<file path="src/design/msa_pkg.sv">
// Shared types, constants and helpers for the sensor scaler/averager.
`default_nettype none

package msa_pkg;

  // Defaults for the top-level parameters
  localparam int unsigned HISTORY_DEPTH_DEF = 8;
  localparam int unsigned SAMPLES_DEF       = 5;

  // Field widths
  localparam int unsigned FIELD_SAMPLES = 5;
  localparam int unsigned SAMPLE_W      = 10;
  localparam int unsigned READ_W        = 19;
  localparam int unsigned MAG_W         = 18;
  localparam int unsigned VOFF_W        = 13;
  localparam int unsigned COFF_W        = 17;
  localparam int unsigned MV_W          = 15;  // millivolts incl. offset
  localparam int unsigned SC_W          = 21;  // scaled value before saturation
  localparam int unsigned NUM_CHAN      = 4;
  localparam int unsigned CHAN_W        = 2;

  // Conversion constants
  localparam int unsigned MV_SCALE        = 1000;
  localparam int unsigned MV_SHIFT        = 10;   // divide by 1024
  localparam int unsigned TEMP_BASE       = 2000;
  localparam int unsigned TEMP_SHIFT      = 2;    // divide by 4
  localparam int unsigned TEMP_ROUND      = (1 << TEMP_SHIFT) - 1;
  localparam int unsigned CUR_BASE        = 2500;
  localparam int unsigned GAIN_TEN        = 10;
  localparam int unsigned VSYS_GAIN_SHIFT = 2;    // times 4

  // APB port
  localparam int unsigned APB_ADDR_W  = 3;
  localparam int unsigned APB_DATA_W  = 32;
  localparam int unsigned REG_IDX_BIT = 2;

  // Pipeline depth, input register to output register
  localparam int unsigned NSTAGE = 7;

  typedef enum logic [CHAN_W-1:0] {
    CH_VSYS = 2'd0,
    CH_TEMP = 2'd1,
    CH_VBAT = 2'd2,
    CH_CURR = 2'd3
  } chan_e;

  typedef enum logic {
    REG_VOLTAGE_OFFSET = 1'b0,
    REG_CURRENT_OFFSET = 1'b1
  } reg_e;

  typedef logic signed [READ_W-1:0] reading_t;

  // Per-stage load strobes; commit marks a real request entering the history
  typedef struct packed {
    logic sum;
    logic mv;
    logic scale;
    logic hist;
    logic commit;
    logic absval;
    logic mult;
    logic outr;
  } load_t;

  function automatic reading_t sat_reading(input logic signed [SC_W-1:0] v);
    logic [SC_W-READ_W:0] hi;
    reading_t             r;
    hi = v[SC_W-1:READ_W-1];
    if (hi == '0 || hi == '1) begin
      r = reading_t'(v[READ_W-1:0]);
    end else if (v[SC_W-1]) begin
      r = {1'b1, {(READ_W-1){1'b0}}};
    end else begin
      r = {1'b0, {(READ_W-1){1'b1}}};
    end
    return r;
  endfunction

endpackage

`default_nettype wire

</file>
<file path="src/design/multichannel_sensor_scaler_averager.sv">
// Top level of the four-channel sensor scaler with moving-average history.
`default_nettype none

// Each request carries one reading round for one channel (up to five raw
// 10-bit ADC samples). The block converts the sample sum to millivolts
// (sum*1000/1024 plus the voltage offset register), scales it for the
// channel (system volts x4, temperature (mv-2000)/4 in 0.1 C, battery volts
// x10, current (mv-2500)*10 plus the current offset register), saturates it
// to 19 bits and pushes it into that channel's HISTORY_DEPTH-entry history.
// The result carries the new reading, the mean of the history (truncated
// toward zero) and its magnitude. A request is taken every clock cycle
// unless every stage is full and the output stalls, and the stages drain
// independently, so input ready stays high while a finished result waits
// as long as an earlier stage has room. The rate is set by the history
// stage, which reads and updates the channel's running total together, so
// requests for the same channel may follow each other directly. Histories
// and totals clear at reset (entries not yet written count as zero).
// Offsets live at byte addresses 0 and 4 of the APB port and must be
// written only while the pipeline is empty.

module multichannel_sensor_scaler_averager #(
  parameter int unsigned HISTORY_DEPTH       = msa_pkg::HISTORY_DEPTH_DEF,
  parameter int unsigned SAMPLES_PER_READING = msa_pkg::SAMPLES_DEF
) (
  input  logic                                  clk_i,
  input  logic                                  rst_ni,
  // APB configuration port
  input  logic                                  psel,
  input  logic                                  penable,
  input  logic                                  pwrite,
  input  logic [msa_pkg::APB_ADDR_W-1:0]        paddr,
  input  logic [msa_pkg::APB_DATA_W-1:0]        pwdata,
  output logic [msa_pkg::APB_DATA_W-1:0]        prdata,
  output logic                                  pready,
  // request channel
  input  logic                                  in_valid_i,
  output logic                                  in_ready_o,
  input  logic [msa_pkg::CHAN_W-1:0]            channel_i,
  input  logic [msa_pkg::SAMPLE_W-1:0]          sample_a_i,
  input  logic [msa_pkg::SAMPLE_W-1:0]          sample_b_i,
  input  logic [msa_pkg::SAMPLE_W-1:0]          sample_c_i,
  input  logic [msa_pkg::SAMPLE_W-1:0]          sample_d_i,
  input  logic [msa_pkg::SAMPLE_W-1:0]          sample_e_i,
  // result channel
  output logic                                  out_valid_o,
  input  logic                                  out_ready_i,
  output logic [msa_pkg::CHAN_W-1:0]            out_channel_o,
  output logic signed [msa_pkg::READ_W-1:0]     scaled_reading_o,
  output logic signed [msa_pkg::READ_W-1:0]     mean_value_o,
  output logic [msa_pkg::MAG_W-1:0]             mean_magnitude_o
);
  import msa_pkg::*;

  localparam int unsigned TOT_W = READ_W + $clog2(HISTORY_DEPTH);

  // ---------------------------------------------------------------------
  // Configuration registers
  // ---------------------------------------------------------------------
  logic signed [VOFF_W-1:0] voff_q;
  logic signed [COFF_W-1:0] coff_q;
  logic                     cfg_wr;
  reg_e                     cfg_reg;

  assign pready  = 1'b1;
  assign cfg_wr  = psel && penable && pwrite;
  assign cfg_reg = reg_e'(paddr[REG_IDX_BIT]);

  always_ff @(posedge clk_i or negedge rst_ni) begin
    if (!rst_ni) begin
      voff_q <= '0;
      coff_q <= '0;
    end else if (cfg_wr) begin
      unique case (cfg_reg)
        REG_VOLTAGE_OFFSET: voff_q <= pwdata[VOFF_W-1:0];
        REG_CURRENT_OFFSET: coff_q <= pwdata[COFF_W-1:0];
        default: ;
      endcase
    end
  end

  // reads return the sign-extended offset
  always_comb begin
    unique case (cfg_reg)
      REG_VOLTAGE_OFFSET: prdata = APB_DATA_W'(voff_q);
      REG_CURRENT_OFFSET: prdata = APB_DATA_W'(coff_q);
      default:            prdata = '0;
    endcase
  end

  // ---------------------------------------------------------------------
  // Pipeline flow control: a stage loads when it is empty or its
  // successor loads, so bubbles close up while the output is stalled.
  // ---------------------------------------------------------------------
  logic [NSTAGE:1] vld_q;
  logic [NSTAGE:1] adv;
  logic [NSTAGE:1] vld_in;
  load_t           load;

  always_comb begin
    adv[NSTAGE] = !vld_q[NSTAGE] || out_ready_i;
    for (int k = NSTAGE - 1; k >= 1; k--) begin
      adv[k] = !vld_q[k] || adv[k+1];
    end
  end

  assign vld_in = {vld_q[NSTAGE-1:1], in_valid_i};

  always_ff @(posedge clk_i or negedge rst_ni) begin
    if (!rst_ni) begin
      vld_q <= '0;
    end else begin
      for (int k = 1; k <= NSTAGE; k++) begin
        if (adv[k]) begin
          vld_q[k] <= vld_in[k];
        end
      end
    end
  end

  // stage map: 1 sum, 2 mv, 3 scale, 4 history, 5 abs, 6 multiply, 7 out
  assign load.sum    = adv[1];
  assign load.mv     = adv[2];
  assign load.scale  = adv[3];
  assign load.hist   = adv[4];
  assign load.commit = adv[4] && vld_q[3];  // history state moves only here
  assign load.absval = adv[5];
  assign load.mult   = adv[6];
  assign load.outr   = adv[7];

  assign in_ready_o  = adv[1];
  assign out_valid_o = vld_q[NSTAGE];

  // ---------------------------------------------------------------------
  // Datapath
  // ---------------------------------------------------------------------
  chan_e                   chan3, chan4;
  reading_t                scaled3, scaled4;
  logic signed [TOT_W-1:0] total4;

  msa_front #(
    .SAMPLES (SAMPLES_PER_READING)
  ) u_front (
    .clk_i            (clk_i),
    .load_i           (load),
    .channel_i        (channel_i),
    .sample_a_i       (sample_a_i),
    .sample_b_i       (sample_b_i),
    .sample_c_i       (sample_c_i),
    .sample_d_i       (sample_d_i),
    .sample_e_i       (sample_e_i),
    .voltage_offset_i (voff_q),
    .current_offset_i (coff_q),
    .chan_o           (chan3),
    .scaled_o         (scaled3)
  );

  msa_history #(
    .DEPTH (HISTORY_DEPTH)
  ) u_history (
    .clk_i    (clk_i),
    .rst_ni   (rst_ni),
    .load_i   (load),
    .chan_i   (chan3),
    .scaled_i (scaled3),
    .chan_o   (chan4),
    .scaled_o (scaled4),
    .total_o  (total4)
  );

  msa_mean #(
    .DEPTH (HISTORY_DEPTH)
  ) u_mean (
    .clk_i            (clk_i),
    .load_i           (load),
    .chan_i           (chan4),
    .scaled_i         (scaled4),
    .total_i          (total4),
    .out_channel_o    (out_channel_o),
    .scaled_reading_o (scaled_reading_o),
    .mean_value_o     (mean_value_o),
    .mean_magnitude_o (mean_magnitude_o)
  );

endmodule

`default_nettype wire

</file>
<file path="src/design/msa_front.sv">
// Front end: sample sum, millivolt conversion and per-channel scaling.
`default_nettype none

module msa_front #(
  parameter int unsigned SAMPLES = msa_pkg::SAMPLES_DEF
) (
  input  logic                              clk_i,
  input  msa_pkg::load_t                    load_i,
  input  logic [msa_pkg::CHAN_W-1:0]        channel_i,
  input  logic [msa_pkg::SAMPLE_W-1:0]      sample_a_i,
  input  logic [msa_pkg::SAMPLE_W-1:0]      sample_b_i,
  input  logic [msa_pkg::SAMPLE_W-1:0]      sample_c_i,
  input  logic [msa_pkg::SAMPLE_W-1:0]      sample_d_i,
  input  logic [msa_pkg::SAMPLE_W-1:0]      sample_e_i,
  input  logic signed [msa_pkg::VOFF_W-1:0] voltage_offset_i,
  input  logic signed [msa_pkg::COFF_W-1:0] current_offset_i,
  output msa_pkg::chan_e                    chan_o,
  output msa_pkg::reading_t                 scaled_o
);
  import msa_pkg::*;

  localparam int unsigned NSAMP = (SAMPLES > FIELD_SAMPLES) ? FIELD_SAMPLES :
                                  ((SAMPLES < 1) ? 1 : SAMPLES);
  localparam int unsigned SUM_W = $clog2(NSAMP * ((1 << SAMPLE_W) - 1) + 1);
  localparam int unsigned PRD_W = SUM_W + MV_SHIFT;

  logic [SAMPLE_W-1:0] smp [FIELD_SAMPLES];
  logic [SUM_W-1:0]    sum_d, sum_q;
  chan_e               chan1_q, chan2_q, chan3_q;

  logic [PRD_W-1:0]         mvprod;
  logic signed [MV_W-1:0]   mv_d, mv_q;

  logic signed [MV_W:0]     tdiff, tbias;
  logic signed [SC_W-1:0]   cdiff, sc;
  reading_t                 scaled_d, scaled_q;

  assign smp[0] = sample_a_i;
  assign smp[1] = sample_b_i;
  assign smp[2] = sample_c_i;
  assign smp[3] = sample_d_i;
  assign smp[4] = sample_e_i;

  // stage 1: add the used sample fields
  always_comb begin
    sum_d = '0;
    for (int i = 0; i < NSAMP; i++) begin
      sum_d = sum_d + SUM_W'(smp[i]);
    end
  end

  always_ff @(posedge clk_i) begin
    if (load_i.sum) begin
      sum_q   <= sum_d;
      chan1_q <= chan_e'(channel_i);
    end
  end

  // stage 2: mv = floor(sum*1000/1024) + offset
  assign mvprod = PRD_W'(sum_q) * PRD_W'(MV_SCALE);
  assign mv_d   = signed'(MV_W'(mvprod[PRD_W-1:MV_SHIFT])) + MV_W'(voltage_offset_i);

  always_ff @(posedge clk_i) begin
    if (load_i.mv) begin
      mv_q    <= mv_d;
      chan2_q <= chan1_q;
    end
  end

  // stage 3: channel scaling, temperature divide truncates toward zero
  always_comb begin
    tdiff = (MV_W+1)'(mv_q) - signed'((MV_W+1)'(TEMP_BASE));
    tbias = tdiff + signed'((MV_W+1)'(tdiff[MV_W] ? TEMP_ROUND : 0));
    cdiff = SC_W'(mv_q) - signed'(SC_W'(CUR_BASE));
    case (chan2_q)
      CH_VSYS: sc = SC_W'(mv_q) <<< VSYS_GAIN_SHIFT;
      CH_TEMP: sc = SC_W'(tbias >>> TEMP_SHIFT);
      CH_VBAT: sc = SC_W'(mv_q) * signed'(SC_W'(GAIN_TEN));
      default: sc = cdiff * signed'(SC_W'(GAIN_TEN)) + SC_W'(current_offset_i);
    endcase
    scaled_d = sat_reading(sc);
  end

  always_ff @(posedge clk_i) begin
    if (load_i.scale) begin
      scaled_q <= scaled_d;
      chan3_q  <= chan2_q;
    end
  end

  assign chan_o   = chan3_q;
  assign scaled_o = scaled_q;

endmodule

`default_nettype wire

</file>
<file path="src/design/msa_cell.sv">
// One history cell: one entry per channel, shifted from the previous cell.
`default_nettype none

module msa_cell (
  input  logic              clk_i,
  input  logic              rst_ni,
  input  logic              shift_i,
  input  msa_pkg::chan_e    chan_i,
  input  msa_pkg::reading_t din_i,
  output msa_pkg::reading_t dout_o
);
  import msa_pkg::*;

  reading_t entry_q [NUM_CHAN];

  always_ff @(posedge clk_i or negedge rst_ni) begin
    if (!rst_ni) begin
      for (int i = 0; i < NUM_CHAN; i++) begin
        entry_q[i] <= '0;
      end
    end else if (shift_i) begin
      entry_q[chan_i] <= din_i;
    end
  end

  assign dout_o = entry_q[chan_i];

endmodule

`default_nettype wire

</file>
<file path="src/design/msa_history.sv">
// History chain of cells plus per-channel running totals.
`default_nettype none

module msa_history #(
  parameter int unsigned DEPTH = msa_pkg::HISTORY_DEPTH_DEF
) (
  input  logic                                                 clk_i,
  input  logic                                                 rst_ni,
  input  msa_pkg::load_t                                       load_i,
  input  msa_pkg::chan_e                                       chan_i,
  input  msa_pkg::reading_t                                    scaled_i,
  output msa_pkg::chan_e                                       chan_o,
  output msa_pkg::reading_t                                    scaled_o,
  output logic signed [msa_pkg::READ_W+$clog2(DEPTH)-1:0]      total_o
);
  import msa_pkg::*;

  localparam int unsigned TOT_W = READ_W + $clog2(DEPTH);

  reading_t                link [DEPTH+1];
  logic signed [TOT_W-1:0] tot_q [NUM_CHAN];
  logic signed [TOT_W-1:0] tot_d, total_q;
  chan_e                   chan_q;
  reading_t                scaled_q;

  assign link[0] = scaled_i;

  for (genvar g = 0; g < DEPTH; g++) begin : g_cell
    msa_cell u_cell (
      .clk_i   (clk_i),
      .rst_ni  (rst_ni),
      .shift_i (load_i.commit),
      .chan_i  (chan_i),
      .din_i   (link[g]),
      .dout_o  (link[g+1])
    );
  end

  // new total: add the newest entry, drop the one falling off the end
  assign tot_d = tot_q[chan_i] + TOT_W'(scaled_i) - TOT_W'(link[DEPTH]);

  always_ff @(posedge clk_i or negedge rst_ni) begin
    if (!rst_ni) begin
      for (int i = 0; i < NUM_CHAN; i++) begin
        tot_q[i] <= '0;
      end
    end else if (load_i.commit) begin
      tot_q[chan_i] <= tot_d;
    end
  end

  always_ff @(posedge clk_i) begin
    if (load_i.hist) begin
      total_q  <= tot_d;
      chan_q   <= chan_i;
      scaled_q <= scaled_i;
    end
  end

  assign total_o  = total_q;
  assign chan_o   = chan_q;
  assign scaled_o = scaled_q;

endmodule

`default_nettype wire

</file>
<file path="src/design/msa_mean.sv">
// Mean stages: magnitude, reciprocal multiply, sign restore and output register.
`default_nettype none

module msa_mean #(
  parameter int unsigned DEPTH = msa_pkg::HISTORY_DEPTH_DEF
) (
  input  logic                                            clk_i,
  input  msa_pkg::load_t                                  load_i,
  input  msa_pkg::chan_e                                  chan_i,
  input  msa_pkg::reading_t                               scaled_i,
  input  logic signed [msa_pkg::READ_W+$clog2(DEPTH)-1:0] total_i,
  output logic [msa_pkg::CHAN_W-1:0]                      out_channel_o,
  output logic signed [msa_pkg::READ_W-1:0]               scaled_reading_o,
  output logic signed [msa_pkg::READ_W-1:0]               mean_value_o,
  output logic [msa_pkg::MAG_W-1:0]                       mean_magnitude_o
);
  import msa_pkg::*;

  localparam int unsigned L     = $clog2(DEPTH);
  localparam int unsigned TOT_W = READ_W + L;
  localparam int unsigned SH    = TOT_W + L;
  localparam int unsigned RCP_W = TOT_W + 1;
  localparam int unsigned PRD_W = TOT_W + RCP_W;
  // ceil(2^SH / DEPTH): exact floor division for any dividend below 2^TOT_W
  localparam logic [63:0] RECIP64 = ((64'd1 << SH) + 64'(DEPTH) - 64'd1) / DEPTH;
  localparam logic [RCP_W-1:0] RECIP = RECIP64[RCP_W-1:0];

  logic [TOT_W-1:0]  abs_d, abs_q;
  logic              neg5_q, neg6_q;
  chan_e             chan5_q, chan6_q;
  reading_t          scaled5_q, scaled6_q;
  logic [PRD_W-1:0]  prod_q;
  logic [READ_W-1:0] quo;

  assign abs_d = total_i[TOT_W-1] ? TOT_W'(-total_i) : TOT_W'(total_i);

  always_ff @(posedge clk_i) begin
    if (load_i.absval) begin
      abs_q     <= abs_d;
      neg5_q    <= total_i[TOT_W-1];
      chan5_q   <= chan_i;
      scaled5_q <= scaled_i;
    end
  end

  always_ff @(posedge clk_i) begin
    if (load_i.mult) begin
      prod_q    <= PRD_W'(abs_q) * PRD_W'(RECIP);
      neg6_q    <= neg5_q;
      chan6_q   <= chan5_q;
      scaled6_q <= scaled5_q;
    end
  end

  assign quo = prod_q[SH +: READ_W];

  // quotient tops out at 2^18, reached only by a negative total
  always_ff @(posedge clk_i) begin
    if (load_i.outr) begin
      out_channel_o    <= chan6_q;
      scaled_reading_o <= scaled6_q;
      mean_value_o     <= neg6_q ? -signed'(quo) : signed'(quo);
      mean_magnitude_o <= quo[READ_W-1] ? {MAG_W{1'b1}} : quo[MAG_W-1:0];
    end
  end

endmodule

`default_nettype wire

</file>
<file path="config.mk">
export PLATFORM = sky130hd
export DESIGN_NAME = multichannel_sensor_scaler_averager
export DESIGN_NICKNAME = d
export VERILOG_FILES = /design/src/design/msa_pkg.sv /design/src/design/multichannel_sensor_scaler_averager.sv /design/src/design/msa_front.sv /design/src/design/msa_cell.sv /design/src/design/msa_history.sv /design/src/design/msa_mean.sv
export SDC_FILE = /design/constraint.sdc
export NUM_CORES = 2
export LEC_CHECK = 0
export ABC_AREA = 1
export BUFFER_PORTS_ARGS = -buffer_cell sky130_fd_sc_hd__buf_2
export CAP_MARGIN = 20
export CORE_UTILIZATION = 55
export CTS_BUF_LIST = sky130_fd_sc_hd__clkbuf_8 sky130_fd_sc_hd__clkbuf_16
export DETAILED_ROUTE_END_ITERATION = 12
export HOLD_SLACK_MARGIN = 0.02
export PLACE_DENSITY_LB_ADDON = 0.05
export SLEW_MARGIN = 20
export SYNTH_ARGS = -nofsm -noshare
export SYNTH_HDL_FRONTEND = slang
export SYNTH_SLANG_ARGS = --single-unit
</file>
<file path="constraint.sdc">
create_clock -name clk_i -period 13.95 [get_ports clk_i]
set_clock_uncertainty 0.1 [all_clocks]
set_input_delay 2.79 -clock clk_i [delete_from_list [all_inputs] [get_ports clk_i]]
set_output_delay 2.79 -clock clk_i [all_outputs]
set_load 0.005 [all_outputs]
</file>
==> run metrics <==
status=completed; gr ovfl total=0; number of global-route vias before repair=35000; Avg Vias per Cell=5.43; Syn Area/Cell=9.08 um^2; Area contributors post-synth=dfrtp_1 38%, edfxtp_1 15%, nand2_1 13%; EDFF count, synth=236; # hold bufs at CTS=0; first-pass GRT wire length=188000 um; clk_lat worst skew=0.67 ns; ANT nets after route=0; wirelength, routed=115000 um; Post-DP HPWL=69700 um; Post-Syn Nets=5724; register area share after synthesis=52.3%; CTS buffer count=101; share of flip-flops with an asynchronous set or reset=75.6%; initial antenna violation count=3; Worst setup EP type=primary output; Total GRT Usage=26.0%; Slew Viols, Final=0; crit-path max cell delay=0.31 ns; starting density of the core=55.8%; total number of vias=36000; Setup crit start kind=primary input; ys flop type=dfrtp_1; fin crit share=56.5%; H-tree depth=3; crit-path cells=buf_2 -> nor2_1 -> inv_2 -> nor2_1 -> inv_1 -> nor2_1 -> inv_1 -> nor2_1 -> clkinv_1 -> buf_4 -> nor2_1 -> inv_1 -> buf_4 -> nor2_1 -> nand2_1 -> buf_4 -> buf_2; die height=299 um; crit path DAT=5.00 ns; largest net degree at the start of global routing=236; Final setup viols=0; clock slew at reported path FFs=0.06 ns; RSZ-0062 raised after global routing=false; Synth top area share=37.7%; Fin. Hold Viols=0; setup bufs post-CTS=0; cell with the most instances after synthesis=nand2_1; gpl congestion=0.942; area of the multi-input gates=0.0196 mm^2; I/O pin cnt=187; clk buf depth=3; Syn-to-layout area delta=10.3%; Slew @ Worst Pin=1.24 ns; CTS sink cnt=969; Remaining DRCs=0; Placeable Area=0.0872 mm^2; port buffer count=168; critical path's slowest cell=buf_4; Crit Path Class=in -> out; Horiz. Die Dim=299 um; min cycle time layout=7.89 ns; Worst Path Required=11.06 ns; number of distinct library cells after synthesis=53; Yosys warnings=0; Min-Delay Path Class=reg -> reg; layout cells sized above 1=7.39%; Sum Neg Setup Slack=0 ns; f_max=0.127 GHz; Post-Syn Instances=5353; number of synthesized register bits=969; CTS tree=yes; CTS root buf=clkbuf_16; cell taking the most area after synthesis=dfrtp_1; die area=0.0896 mm^2; placed cell area=0.0502 mm^2; std cell rows=108; crit-path max FO=45; final instance area=0.0536 mm^2; Register Area=0.0254 mm^2; Nets=5771; Post-synth top cells=1711 x nand2_1, 733 x dfrtp_1, 684 x inv_1; Mapped Area=0.0486 mm^2; Initial DRC Count=2706; drt first pass iters=6; post-cts sizing count=0; wire per inst=17.3 um; maxcap violations=0; most frequent CP cell=nor2_1; FILL cells=7447; Rel. slew slack=17.6%
[state kept, by name (all words and copies together), names as in the netlist, 7 cells and up]
register,flops
u_mean.abs_q,19
vld_q,7
u_mean.scaled_reading_o,19
coff_q,17
voff_q,13
u_front.scaled_o,19
u_history.g_cell.u_cell.entry_q,608
u_mean.scaled5_q,19
u_mean.mean_magnitude_o,18
u_mean.mean_value_o,19
u_mean.prod_q,19
u_history.tot_q,88
u_history.scaled_o,19
u_mean.scaled6_q,19
u_front.sum_q,13
u_front.mv_q,15
u_history.total_o,22
[per-stage QoR]
stage                     util [%]  cells  hold WS, ns  setup WS, ns
after floorplan                  -   5353        0.300          2.98
after global placement        57.6   6452        0.302          6.03
after detailed placement      57.6   6452        0.305          6.04
after CTS                     61.5   6634        0.310          6.02
after global routing          61.5   6636        0.320          5.82
final                         61.5   6636        0.313          6.06
[layout by cell type, fill, tap and decap left out, types with 16 or more instances in the layout]
| master | n |
|---|---|
| nand2_1 | 1710 |
| dfrtp_1 | 733 |
| inv_1 | 703 |
| o21ai_0 | 495 |
| edfxtp_1 | 236 |
| ha_1 | 190 |
| buf_2 | 167 |
| a22oi_1 | 150 |
| o221ai_1 | 149 |
| a21oi_1 | 130 |
| nor2_1 | 112 |
| clkbuf_16 | 104 |
| xor2_1 | 94 |
| fa_1 | 87 |
| nand3_1 | 74 |
| xnor2_1 | 39 |
| buf_4 | 27 |
| a221oi_1 | 24 |
| o22ai_1 | 23 |
| nand4_1 | 21 |
| nor3_1 | 21 |
| clkbuf_8 | 20 |
| clkinv_2 | 16 |
[worst paths after layout]
path                                                 from                                                 end  slack [ns]  cells past startpoint
setup / recovery                              out_ready_i                                          in_ready_o        6.06                     17
hold / removal             u_mean.scaled6_q[16]$_DFFE_PP_               u_mean.scaled_reading_o[16]$_DFFE_PP_        0.31                      0
setup reg to reg               u_front.sum_q[2]$_DFFE_PP_                          u_front.mv_q[13]$_DFFE_PP_        7.68                     25
hold reg to reg            u_mean.scaled6_q[16]$_DFFE_PP_               u_mean.scaled_reading_o[16]$_DFFE_PP_        0.31                      0
max in group asynchronous                          rst_ni  u_history.g_cell[1].u_cell.entry_q[28]$_DFFE_PN0P_        8.89                      4
min in group asynchronous                          rst_ni                                vld_q[7]$_DFFE_PN0P_        2.03                      1
[routing by layer]
layer	share of wire [%]	global-route usage (%)
met1	46	36.9
met2	47	42.5
met3	4.6	2.94
met4	2.5	7.69
met5	0.011	0
[kinds of logic (layout without fill, tap and decap cells)]
family	after synthesis	in the layout	synth area share, %
adders and majority gates	277	277	8.47
buffers and inverters	951	1077	7.58
muxes	3	3	0.0695
AOI/OAI and AO/OA	1034	1034	13.2
other	1	3	0.00771
DFF	969	969	52.3
xor gates and xnor gates	133	133	2.40
and+or+nand+nor	1985	1985	16.0
[area by class of cell]
type	count	share of cell area [%]
Sequential cell	969	47.4
Multi-Input combinational cell	3433	36.5
Clock buffer	124	5.37
Inverter	694	4.89
Tap cell	1155	2.70
Timing Repair Buffer	201	2.19
Clock inverter	58	0.917
Antenna cell	2	0.00934
[worst max-delay path, delay by kind of cell]
kind | cells | cell delay (ns)
and+or+nand+nor | 7 | 0.87
buffers and inverters | 10 | 1.30
Power is left out: the tool's default activity adds up to more than one toggle a clock period on the data nets, which glitch-free logic cannot reach.
